<file path="src/rtl/core/ctt_pkg.sv">
// Shared types and constants for the callback timer table.
`default_nettype none

package ctt_pkg;

  localparam int NUM_SLOTS_DEF = 8;
  localparam int MAX_RESULTS   = 8;
  localparam int FIRE_CNT_W    = $clog2(MAX_RESULTS + 1);
  localparam int WIDE_IDX_W    = 7;

  typedef enum logic [1:0] {
    OP_TICK   = 2'd0,
    OP_REG    = 2'd1,
    OP_DEREG  = 2'd2,
    OP_UNUSED = 2'd3
  } op_t;

  typedef enum logic [2:0] {
    KIND_REGISTERED   = 3'd0,
    KIND_FULL         = 3'd1,
    KIND_DEREGISTERED = 3'd2,
    KIND_NOT_FOUND    = 3'd3,
    KIND_FIRED        = 3'd4,
    KIND_IDLE         = 3'd5
  } kind_t;

  typedef struct packed {
    logic [15:0] handle;
    logic [9:0]  period;
    logic        rep;
    logic [9:0]  countdown;
  } entry_t;

endpackage

`default_nettype wire

</file>
<file path="src/rtl/core/ctt_if.sv">
// Request and response channel interfaces of the callback timer table.
`default_nettype none

interface ctt_req_if;
  logic        valid;
  logic        ready;
  logic [1:0]  opcode;
  logic [15:0] handle;
  logic [9:0]  period;
  logic        repeat_req;

  modport source (output valid, opcode, handle, period, repeat_req, input ready);
  modport sink (input valid, opcode, handle, period, repeat_req, output ready);
endinterface

interface ctt_rsp_if;
  logic        valid;
  logic        ready;
  logic [2:0]  kind;
  logic [2:0]  slot;
  logic [15:0] fired_handle;
  logic        last;

  modport source (output valid, kind, slot, fired_handle, last, input ready);
  modport sink (input valid, kind, slot, fired_handle, last, output ready);
endinterface

`default_nettype wire

</file>
<file path="src/rtl/core/ctt_slot_mem.sv">
// Slot memory: one write port, one registered read port, per-entry valid bits.
`default_nettype none

module ctt_slot_mem #(
  parameter int NUM_SLOTS = ctt_pkg::NUM_SLOTS_DEF,
  localparam int IDX_W = (NUM_SLOTS > 1) ? $clog2(NUM_SLOTS) : 1
) (
  input  wire logic            clk,
  input  wire logic            rst,
  input  wire logic            wr_en,
  input  wire logic [IDX_W-1:0] wr_idx,
  input  wire ctt_pkg::entry_t wr_entry,
  input  wire logic            rd_en,
  input  wire logic [IDX_W-1:0] rd_idx,
  output ctt_pkg::entry_t      rd_entry
);

  ctt_pkg::entry_t mem [NUM_SLOTS];
  logic [NUM_SLOTS-1:0] written;
  ctt_pkg::entry_t rd_data;
  logic rd_ok;

  always_ff @(posedge clk) begin
    if (wr_en) begin
      mem[wr_idx] <= wr_entry;
    end
    if (rd_en) begin
      rd_data <= mem[rd_idx];
    end
  end

  // An entry never written since reset reads as a free slot.
  always_ff @(posedge clk) begin
    if (rst) begin
      written <= '0;
      rd_ok   <= 1'b0;
    end else begin
      if (wr_en) begin
        written[wr_idx] <= 1'b1;
      end
      if (rd_en) begin
        rd_ok <= written[rd_idx];
      end
    end
  end

  assign rd_entry = rd_ok ? rd_data : '0;

endmodule

`default_nettype wire

</file>
<file path="src/rtl/core/ctt_seq.sv">
// Sequencer: walks the slot memory, applies updates and produces result items.
`default_nettype none

module ctt_seq #(
  parameter int NUM_SLOTS = ctt_pkg::NUM_SLOTS_DEF,
  localparam int IDX_W = (NUM_SLOTS > 1) ? $clog2(NUM_SLOTS) : 1,
  localparam int CNT_W = $clog2(NUM_SLOTS + 1)
) (
  input  wire logic             clk,
  input  wire logic             rst,
  ctt_req_if.sink               req,
  ctt_rsp_if.source             rsp,
  output logic                  wr_en,
  output logic [IDX_W-1:0]      wr_idx,
  output ctt_pkg::entry_t       wr_entry,
  output logic                  rd_en,
  output logic [IDX_W-1:0]      rd_idx,
  input  wire ctt_pkg::entry_t  rd_entry
);

  typedef enum logic [1:0] {
    ST_IDLE,
    ST_SCAN,
    ST_DONE
  } state_t;

  state_t state;
  ctt_pkg::op_t op;
  logic [15:0] req_handle;
  logic [9:0]  req_period;
  logic        req_rep;

  logic [CNT_W-1:0] rd_cnt;
  logic             pr_valid;
  logic             pr_last;
  logic [IDX_W-1:0] pr_idx;
  logic [ctt_pkg::FIRE_CNT_W-1:0] fire_cnt;

  // The most recent reportable result; it goes out with last once the walk ends.
  logic            pend_valid;
  ctt_pkg::kind_t  pend_kind;
  logic [2:0]      pend_slot;
  logic [15:0]     pend_handle;

  logic            out_valid;
  ctt_pkg::kind_t  out_kind;
  logic [2:0]      out_slot;
  logic [15:0]     out_handle;
  logic            out_last;

  logic [ctt_pkg::WIDE_IDX_W-1:0] pr_idx_wide;
  logic [2:0] pr_slot;
  logic busy, fire, hit, report, need_out, out_free, advance, issue, out_load;
  ctt_pkg::kind_t done_kind;

  assign pr_idx_wide = ctt_pkg::WIDE_IDX_W'(pr_idx);
  assign pr_slot     = pr_idx_wide[2:0];

  always_comb begin
    busy = |rd_entry.handle;
    fire = 1'b0;
    hit  = 1'b0;
    done_kind = ctt_pkg::KIND_IDLE;
    wr_entry = '0;
    case (op)
      ctt_pkg::OP_TICK: begin
        fire = busy && (rd_entry.countdown == '0);
        wr_entry = rd_entry;
        if (fire) begin
          if (rd_entry.rep) begin
            wr_entry.countdown = rd_entry.period;
          end else begin
            wr_entry = '0;
          end
        end else begin
          wr_entry.countdown = rd_entry.countdown - 10'd1;
        end
      end
      ctt_pkg::OP_REG: begin
        hit = (|req_handle) && !busy;
        done_kind = ctt_pkg::KIND_FULL;
        wr_entry.handle    = req_handle;
        wr_entry.period    = req_period;
        wr_entry.rep       = req_rep;
        wr_entry.countdown = req_period;
      end
      ctt_pkg::OP_DEREG: begin
        hit = (|req_handle) && (rd_entry.handle == req_handle);
        done_kind = ctt_pkg::KIND_NOT_FOUND;
      end
      default: begin
        done_kind = ctt_pkg::KIND_IDLE;
      end
    endcase

    report   = fire && (fire_cnt < ctt_pkg::FIRE_CNT_W'(ctt_pkg::MAX_RESULTS));
    need_out = report && pend_valid;
    out_free = !out_valid || rsp.ready;
    advance  = (state == ST_SCAN) && pr_valid && (!need_out || out_free);
    issue    = (state == ST_SCAN) && (rd_cnt != CNT_W'(NUM_SLOTS)) &&
               (!pr_valid || (advance && !hit));
    wr_en    = advance && (((op == ctt_pkg::OP_TICK) && busy) || hit);
    out_load = (advance && need_out) || ((state == ST_DONE) && out_free);
  end

  assign wr_idx = pr_idx;
  assign rd_en  = issue;
  assign rd_idx = rd_cnt[IDX_W-1:0];

  assign req.ready        = (state == ST_IDLE);
  assign rsp.valid        = out_valid;
  assign rsp.kind         = out_kind;
  assign rsp.slot         = out_slot;
  assign rsp.fired_handle = out_handle;
  assign rsp.last         = out_last;

  always_ff @(posedge clk) begin
    if (rst) begin
      state      <= ST_IDLE;
      pr_valid   <= 1'b0;
      pend_valid <= 1'b0;
      out_valid  <= 1'b0;
      rd_cnt     <= '0;
      fire_cnt   <= '0;
    end else begin
      if (out_load) begin
        out_valid <= 1'b1;
      end else if (rsp.valid && rsp.ready) begin
        out_valid <= 1'b0;
      end
      case (state)
        ST_IDLE: begin
          // The unused opcode is taken and dropped without a result.
          if (req.valid && (req.opcode != ctt_pkg::OP_UNUSED)) begin
            state      <= ST_SCAN;
            op         <= ctt_pkg::op_t'(req.opcode);
            req_handle <= req.handle;
            req_period <= req.period;
            req_rep    <= req.repeat_req;
            rd_cnt     <= '0;
            pr_valid   <= 1'b0;
            fire_cnt   <= '0;
            pend_valid <= 1'b0;
          end
        end
        ST_SCAN: begin
          if (issue) begin
            pr_valid <= 1'b1;
            pr_idx   <= rd_cnt[IDX_W-1:0];
            pr_last  <= (rd_cnt == CNT_W'(NUM_SLOTS - 1));
            rd_cnt   <= rd_cnt + 1'b1;
          end else if (advance) begin
            pr_valid <= 1'b0;
          end
          if (advance) begin
            if (report) begin
              pend_valid  <= 1'b1;
              pend_kind   <= ctt_pkg::KIND_FIRED;
              pend_slot   <= pr_slot;
              pend_handle <= rd_entry.handle;
              fire_cnt    <= fire_cnt + 1'b1;
            end
            if (need_out) begin
              out_kind   <= pend_kind;
              out_slot   <= pend_slot;
              out_handle <= pend_handle;
              out_last   <= 1'b0;
            end
            if (hit) begin
              pend_valid  <= 1'b1;
              pend_kind   <= (op == ctt_pkg::OP_REG) ? ctt_pkg::KIND_REGISTERED
                                                     : ctt_pkg::KIND_DEREGISTERED;
              pend_slot   <= pr_slot;
              pend_handle <= req_handle;
            end
            if (hit || pr_last) begin
              state <= ST_DONE;
            end
          end
        end
        ST_DONE: begin
          if (out_free) begin
            out_last  <= 1'b1;
            if (pend_valid) begin
              out_kind   <= pend_kind;
              out_slot   <= pend_slot;
              out_handle <= pend_handle;
            end else begin
              out_kind   <= done_kind;
              out_slot   <= '0;
              out_handle <= '0;
            end
            state <= ST_IDLE;
          end
        end
        default: begin
          state <= ST_IDLE;
        end
      endcase
    end
  end

endmodule

`default_nettype wire

</file>
<file path="src/rtl/core/callback_timer_table_core.sv">
// A tick walks all NUM_SLOTS slots, one per cycle through the slot memory's read port,
// and presents its final item once the walk ends. Register and deregister stop at the
// first hit. The block takes one item at a time; the next item is taken
// once the last result is loaded. Downstream stalls pause the walk between firings.
// Reset (rst, synchronous) empties every slot and drops any pending result item.
`default_nettype none

module callback_timer_table_core #(
  parameter int NUM_SLOTS = ctt_pkg::NUM_SLOTS_DEF,
  localparam int IDX_W = (NUM_SLOTS > 1) ? $clog2(NUM_SLOTS) : 1
) (
  input wire logic  clk,
  input wire logic  rst,
  ctt_req_if.sink   req,
  ctt_rsp_if.source rsp
);

  logic             wr_en;
  logic [IDX_W-1:0] wr_idx;
  ctt_pkg::entry_t  wr_entry;
  logic             rd_en;
  logic [IDX_W-1:0] rd_idx;
  ctt_pkg::entry_t  rd_entry;

  ctt_slot_mem #(.NUM_SLOTS(NUM_SLOTS)) u_mem (
    .clk      (clk),
    .rst      (rst),
    .wr_en    (wr_en),
    .wr_idx   (wr_idx),
    .wr_entry (wr_entry),
    .rd_en    (rd_en),
    .rd_idx   (rd_idx),
    .rd_entry (rd_entry)
  );

  ctt_seq #(.NUM_SLOTS(NUM_SLOTS)) u_seq (
    .clk      (clk),
    .rst      (rst),
    .req      (req),
    .rsp      (rsp),
    .wr_en    (wr_en),
    .wr_idx   (wr_idx),
    .wr_entry (wr_entry),
    .rd_en    (rd_en),
    .rd_idx   (rd_idx),
    .rd_entry (rd_entry)
  );

endmodule

`default_nettype wire

</file>
<file path="src/flat_wrapper.sv">
// flat-port wrapper written by rule: the top's interface ports become plain ports
module callback_timer_table_core_flat 
#(
  parameter int NUM_SLOTS = ctt_pkg::NUM_SLOTS_DEF,
  localparam int IDX_W = (NUM_SLOTS > 1) ? $clog2(NUM_SLOTS) : 1
)
  (clk, rst, req_valid, req_opcode, req_handle, req_period, req_repeat_req, req_ready, rsp_valid, rsp_kind, rsp_slot, rsp_fired_handle, rsp_last, rsp_ready);
  ctt_req_if req_i ();
  ctt_rsp_if rsp_i ();
  input wire logic clk;
  input wire logic rst;
  input wire logic [$bits(req_i.valid)-1:0] req_valid;
  input wire logic [$bits(req_i.opcode)-1:0] req_opcode;
  input wire logic [$bits(req_i.handle)-1:0] req_handle;
  input wire logic [$bits(req_i.period)-1:0] req_period;
  input wire logic [$bits(req_i.repeat_req)-1:0] req_repeat_req;
  output wire logic [$bits(req_i.ready)-1:0] req_ready;
  output wire logic [$bits(rsp_i.valid)-1:0] rsp_valid;
  output wire logic [$bits(rsp_i.kind)-1:0] rsp_kind;
  output wire logic [$bits(rsp_i.slot)-1:0] rsp_slot;
  output wire logic [$bits(rsp_i.fired_handle)-1:0] rsp_fired_handle;
  output wire logic [$bits(rsp_i.last)-1:0] rsp_last;
  input wire logic [$bits(rsp_i.ready)-1:0] rsp_ready;
  assign req_i.valid = req_valid;
  assign req_i.opcode = req_opcode;
  assign req_i.handle = req_handle;
  assign req_i.period = req_period;
  assign req_i.repeat_req = req_repeat_req;
  assign req_ready = req_i.ready;
  assign rsp_valid = rsp_i.valid;
  assign rsp_kind = rsp_i.kind;
  assign rsp_slot = rsp_i.slot;
  assign rsp_fired_handle = rsp_i.fired_handle;
  assign rsp_last = rsp_i.last;
  assign rsp_i.ready = rsp_ready;
  callback_timer_table_core #(.NUM_SLOTS(NUM_SLOTS)) u_core (.clk(clk), .rst(rst), .req(req_i), .rsp(rsp_i));
endmodule
</file>
<file path="config.mk">
export PLATFORM = sky130hd
export DESIGN_NAME = callback_timer_table_core_flat
export DESIGN_NICKNAME = d
export VERILOG_FILES = /design/src/rtl/core/ctt_pkg.sv /design/src/rtl/core/ctt_if.sv /design/src/rtl/core/ctt_slot_mem.sv /design/src/rtl/core/ctt_seq.sv /design/src/rtl/core/callback_timer_table_core.sv /design/src/flat_wrapper.sv
export SDC_FILE = /design/constraint.sdc
export NUM_CORES = 1
export LEC_CHECK = 0
export BUFFER_PORTS_ARGS = -buffer_cell sky130_fd_sc_hd__buf_2
export CAP_MARGIN = 10
export CORE_ASPECT_RATIO = 2
export CORE_MARGIN = 5
export CORE_UTILIZATION = 56
export CTS_CLUSTER_DIAMETER = 50
export DETAILED_ROUTE_END_ITERATION = 8
export GPL_TIMING_DRIVEN = 0
export PLACE_DENSITY = 0.8
export SYNTH_ARGS = -nofsm -noshare
export SYNTH_HDL_FRONTEND = slang
export SYNTH_SLANG_ARGS = --single-unit
</file>
<file path="constraint.sdc">
create_clock -name clk -period 7.6 [get_ports clk]
set_input_delay 0.76 -clock clk [delete_from_list [all_inputs] [get_ports clk]]
set_output_delay 0.76 -clock clk [all_outputs]
set_load 0.05 [all_outputs]
</file>
==> results.yml <==
final_layout:
  regArea_sq_um: 12800
  drive_above_1_share: 0.268
  multi_input_area_sq_um: 4380
  final_common_cell: "edfxtp_1"
  layout.cells.non_filler: 1488
  n_fill_cell: 2027
  area_delta_synth_final_pct: 14.1
  mostFrequentLayoutCells: "410 x edfxtp_1, 76 x mux4_2, 60 x buf_2"
  diodes: 0
  fin_util: 0.645
  nets: 1133
  design_area_sq_um: 19800
sta:
  setup_slack_ps: 2470
  tns_ps: 0
  setup_violations: 0
  slew_violations: 0
  whs_ps: 400
  period_minus_slack_ps: 5130
  fmax_mhz: 195
  hold_violations: 0
  clock_skew_ps: 27.9
  rsz0062_at_grt: "false"
  worstMarginPinSlew_ps: 1040
  period_share: 0.675
  slew-limit-headroom: 0.305
placement:
  pre_cts_ws_ps: 2550
  placed_cells: 1425
  dp_hpwl_um: 28100
  place_area_sq_um: 18700
  portBuffers: 57
  place_congestion: 0.905
setup_path:
  crit_buf_inv: 8
  crit_chain: "buf_6 -> clkbuf_1 -> clkbuf_1 -> buf_1 -> nand2_1 -> ha_1 -> nor4b_1 -> nand4_2 -> o211ai_1 -> a21o_1 -> buf_6 -> nor3_2 -> buf_6 -> buf_8 -> buf_6"
  required_ps: 7840
  rr_endpoint: "u_core.u_mem.mem[4][21]$_DFFE_PP_"
  end_kind: "flip-flop"
  crit_fanout: 10
  reg2reg_depth: 15
  slowest_delay_ps: 740
  reg2reg_slack_ps: 2470
  crit_slowest_cell: "nor3_2"
  cp_top_family: "buffers and inverters"
  crit_top_cell: "buf_6"
  critPathLaunchType: "flip-flop"
  worstSetupPathType: "flip-flop to flip-flop"
  rr_startpoint: "u_core.u_mem.rd_ok$_SDFFE_PP0N_"
  cp.arrival_ps: 5370
global_routing:
  grt_use_total: 0.232
  grt_pass1_wl_um: 59500
  first_global_vias: 9883
  grt_max_degree: 45
  antenna_found_initial: 0
  grt.overflow.total: 0
cts:
  post_cts_resized: 0
  clkTransAtPathRegs_ps: 70
  post_cts_buffers: 0
  clk_latency_ps: 540
  cts_made_buffers: 36
  ctsHoldBuffers: 0
  htreeDepth: 2
  cts.sinks: 432
  cts_tree: "yes"
  clock_path_buffers: 3
  clockRootBuffer: "clkbuf_16"
power:
  p_per_area_nw_per_um2: 241
  leakage_nw: 6.44
  ir_drop_mv: 0.176
  finalPower_mw: 4.77
status:
  outcome: "completed"
floorplanning:
  die_x_um: 135
  die_y_um: 259
  row_count: 91
  core-area_sq_um: 30700
  ios: 58
  dieArea_sq_um: 34900
  start_util: 0.566
route:
  drt-total-wl_um: 39200
  via_per_inst: 6.31
  detail-route-antenna-nets: 0
  drc: 0
  vias: 9396
  drt-initial-drc-count: 1036
  wl_per_cell_um: 26.4
  drt-pass1-iter-count: 6
yosys:
  synthFlopType: "edfxtp_1"
  yosysWarningCount: 0
  synthCells: 955
  synthesis.area_sq_um: 17400
  synth_cell_type_count: 67
  synth_seq_area_share: 0.733
  synth_edf_count: 410
  synth_fp_nets: 997
  avgSynthCellArea_sq_um: 18.2
  synth-async-reset-ratio: 0
  yosys_register_bits: 432
worst_hold_path:
  hold-path-endpoint: "u_core.u_seq.req_handle[9]$_DFFE_PP_"
  hold_depth: 1
  hp-start: "req_handle[9]"
  min_path_type: "input port to flip-flop"
flow_run:
  cap_viol_max_count: 0
synthesized netlist by cell type, types with 2 or more instances:
cell type / instances / area [sq um]
edfxtp_1: 410 / 12300
mux4_2: 76 / 1710
mux2_2: 39 / 439
nand2_1: 33 / 124
clkbuf_1: 32 / 120
o21ai_0: 32 / 160
inv_1: 31 / 116
a22o_1: 28 / 245
nor2b_1: 28 / 175
nor2_1: 25 / 93.8
a21oi_1: 24 / 120
dfxtp_1: 22 / 440
nand3_1: 22 / 110
a21o_1: 15 / 113
nand2b_1: 13 / 81.3
buf_1: 12 / 45.0
nor3_1: 11 / 55.1
ha_1: 9 / 113
xnor2_1: 8 / 70.1
nand4_1: 7 / 43.8
nor4_1: 7 / 43.8
a31oi_1: 4 / 25.0
and2_1: 4 / 25.0
and3_1: 4 / 25.0
o32ai_1: 4 / 35.0
buf_2: 3 / 15.0
xor2_1: 3 / 26.3
a211oi_1: 2 / 15.0
a41oi_1: 2 / 17.5
buf_6: 2 / 22.5
mux2i_1: 2 / 20.0
nand3b_1: 2 / 15.0
o21ai_1: 2 / 10.0
o21bai_1: 2 / 15.0
o32ai_2: 2 / 32.5
o41ai_1: 2 / 17.5
worst reg2reg max path, stage by stage (launching register included):
cell	delay [ps]
dfxtp_1	330
buf_6	130
clkbuf_1	430
clkbuf_1	380
buf_1	480
nand2_1	190
ha_1	230
nor4b_1	170
nand4_2	220
o211ai_1	340
a21o_1	380
buf_6	200
nor3_2	740
buf_6	260
buf_8	160
buf_6	180
registers in the layout, summed over array words and instances (netlist names), 2 cells and up:
signal,count
u_core.u_mem.mem,296
u_core.u_mem.rd_data,37
u_core.u_mem.written,8
u_core.u_seq.fire_cnt,4
u_core.u_seq.op,2
u_core.u_seq.pend_handle,16
u_core.u_seq.pend_kind,2
u_core.u_seq.pend_slot,3
u_core.u_seq.rd_cnt,4
u_core.u_seq.req_handle,16
u_core.u_seq.req_period,10
u_core.u_seq.rsp.fired_handle,16
u_core.u_seq.rsp.kind,3
u_core.u_seq.rsp.slot,3
u_core.u_seq.state,2
u_core.u_seq.wr_idx,3
power breakdown:
part / total (mW) / leakage (nW) / switching, mW / internal [mW]
registers: 2.67 / 3.95 / 0.0340 / 2.63
clock network: 1.88 / 0.579 / 0.811 / 1.07
logic: 0.225 / 1.92 / 0.144 / 0.0817
per-layer routing:
metal	vias to the layer above	part of all wire	wire, um	GRT usage
li1	4085	-	-	-
met1	4756	0.33	13000	0.251
met2	420	0.56	21900	0.439
met3	135	0.052	2030	0.0281
met4	0	0.059	2310	0.119
met5	-	0	0	0
layout make-up:
cell class	instances	area share
sequential	432	0.643
multi-input combinational	443	0.221
clock buffer	42	0.0476
timing repair buffer	98	0.0370
tap	372	0.0235
clock inverter	21	0.0122
buffer	49	0.0102
inverter	31	0.00586
logic make-up after synthesis:
kind of cell | share of synthesized area
DFF | 0.733
AOI/OAI and AO/OA | 0.0599
and+or+nand+nor | 0.0509
xor gates and xnor gates | 0.00554
adders and majority gates | 0.00648
muxes | 0.125
buffers and inverters | 0.0183
worst max-delay path by stage:
stage                                               start                                end  cells past startpoint
after global routing      u_core.u_mem.rd_ok$_SDFFE_PP0N_  u_core.u_mem.mem[4][24]$_DFFE_PP_                     15
after floorplan           u_core.u_mem.rd_ok$_SDFFE_PP0N_   u_core.u_mem.mem[1][0]$_DFFE_PP_                     12
after global placement    u_core.u_mem.rd_ok$_SDFFE_PP0N_  u_core.u_mem.mem[1][24]$_DFFE_PP_                     12
after detailed placement  u_core.u_mem.rd_ok$_SDFFE_PP0N_  u_core.u_mem.mem[4][21]$_DFFE_PP_                     15
after CTS                 u_core.u_mem.rd_ok$_SDFFE_PP0N_  u_core.u_mem.mem[4][24]$_DFFE_PP_                     15
final                     u_core.u_mem.rd_ok$_SDFFE_PP0N_  u_core.u_mem.mem[4][21]$_DFFE_PP_                     15
No activity file was read; power rests on OpenSTA's default activity.
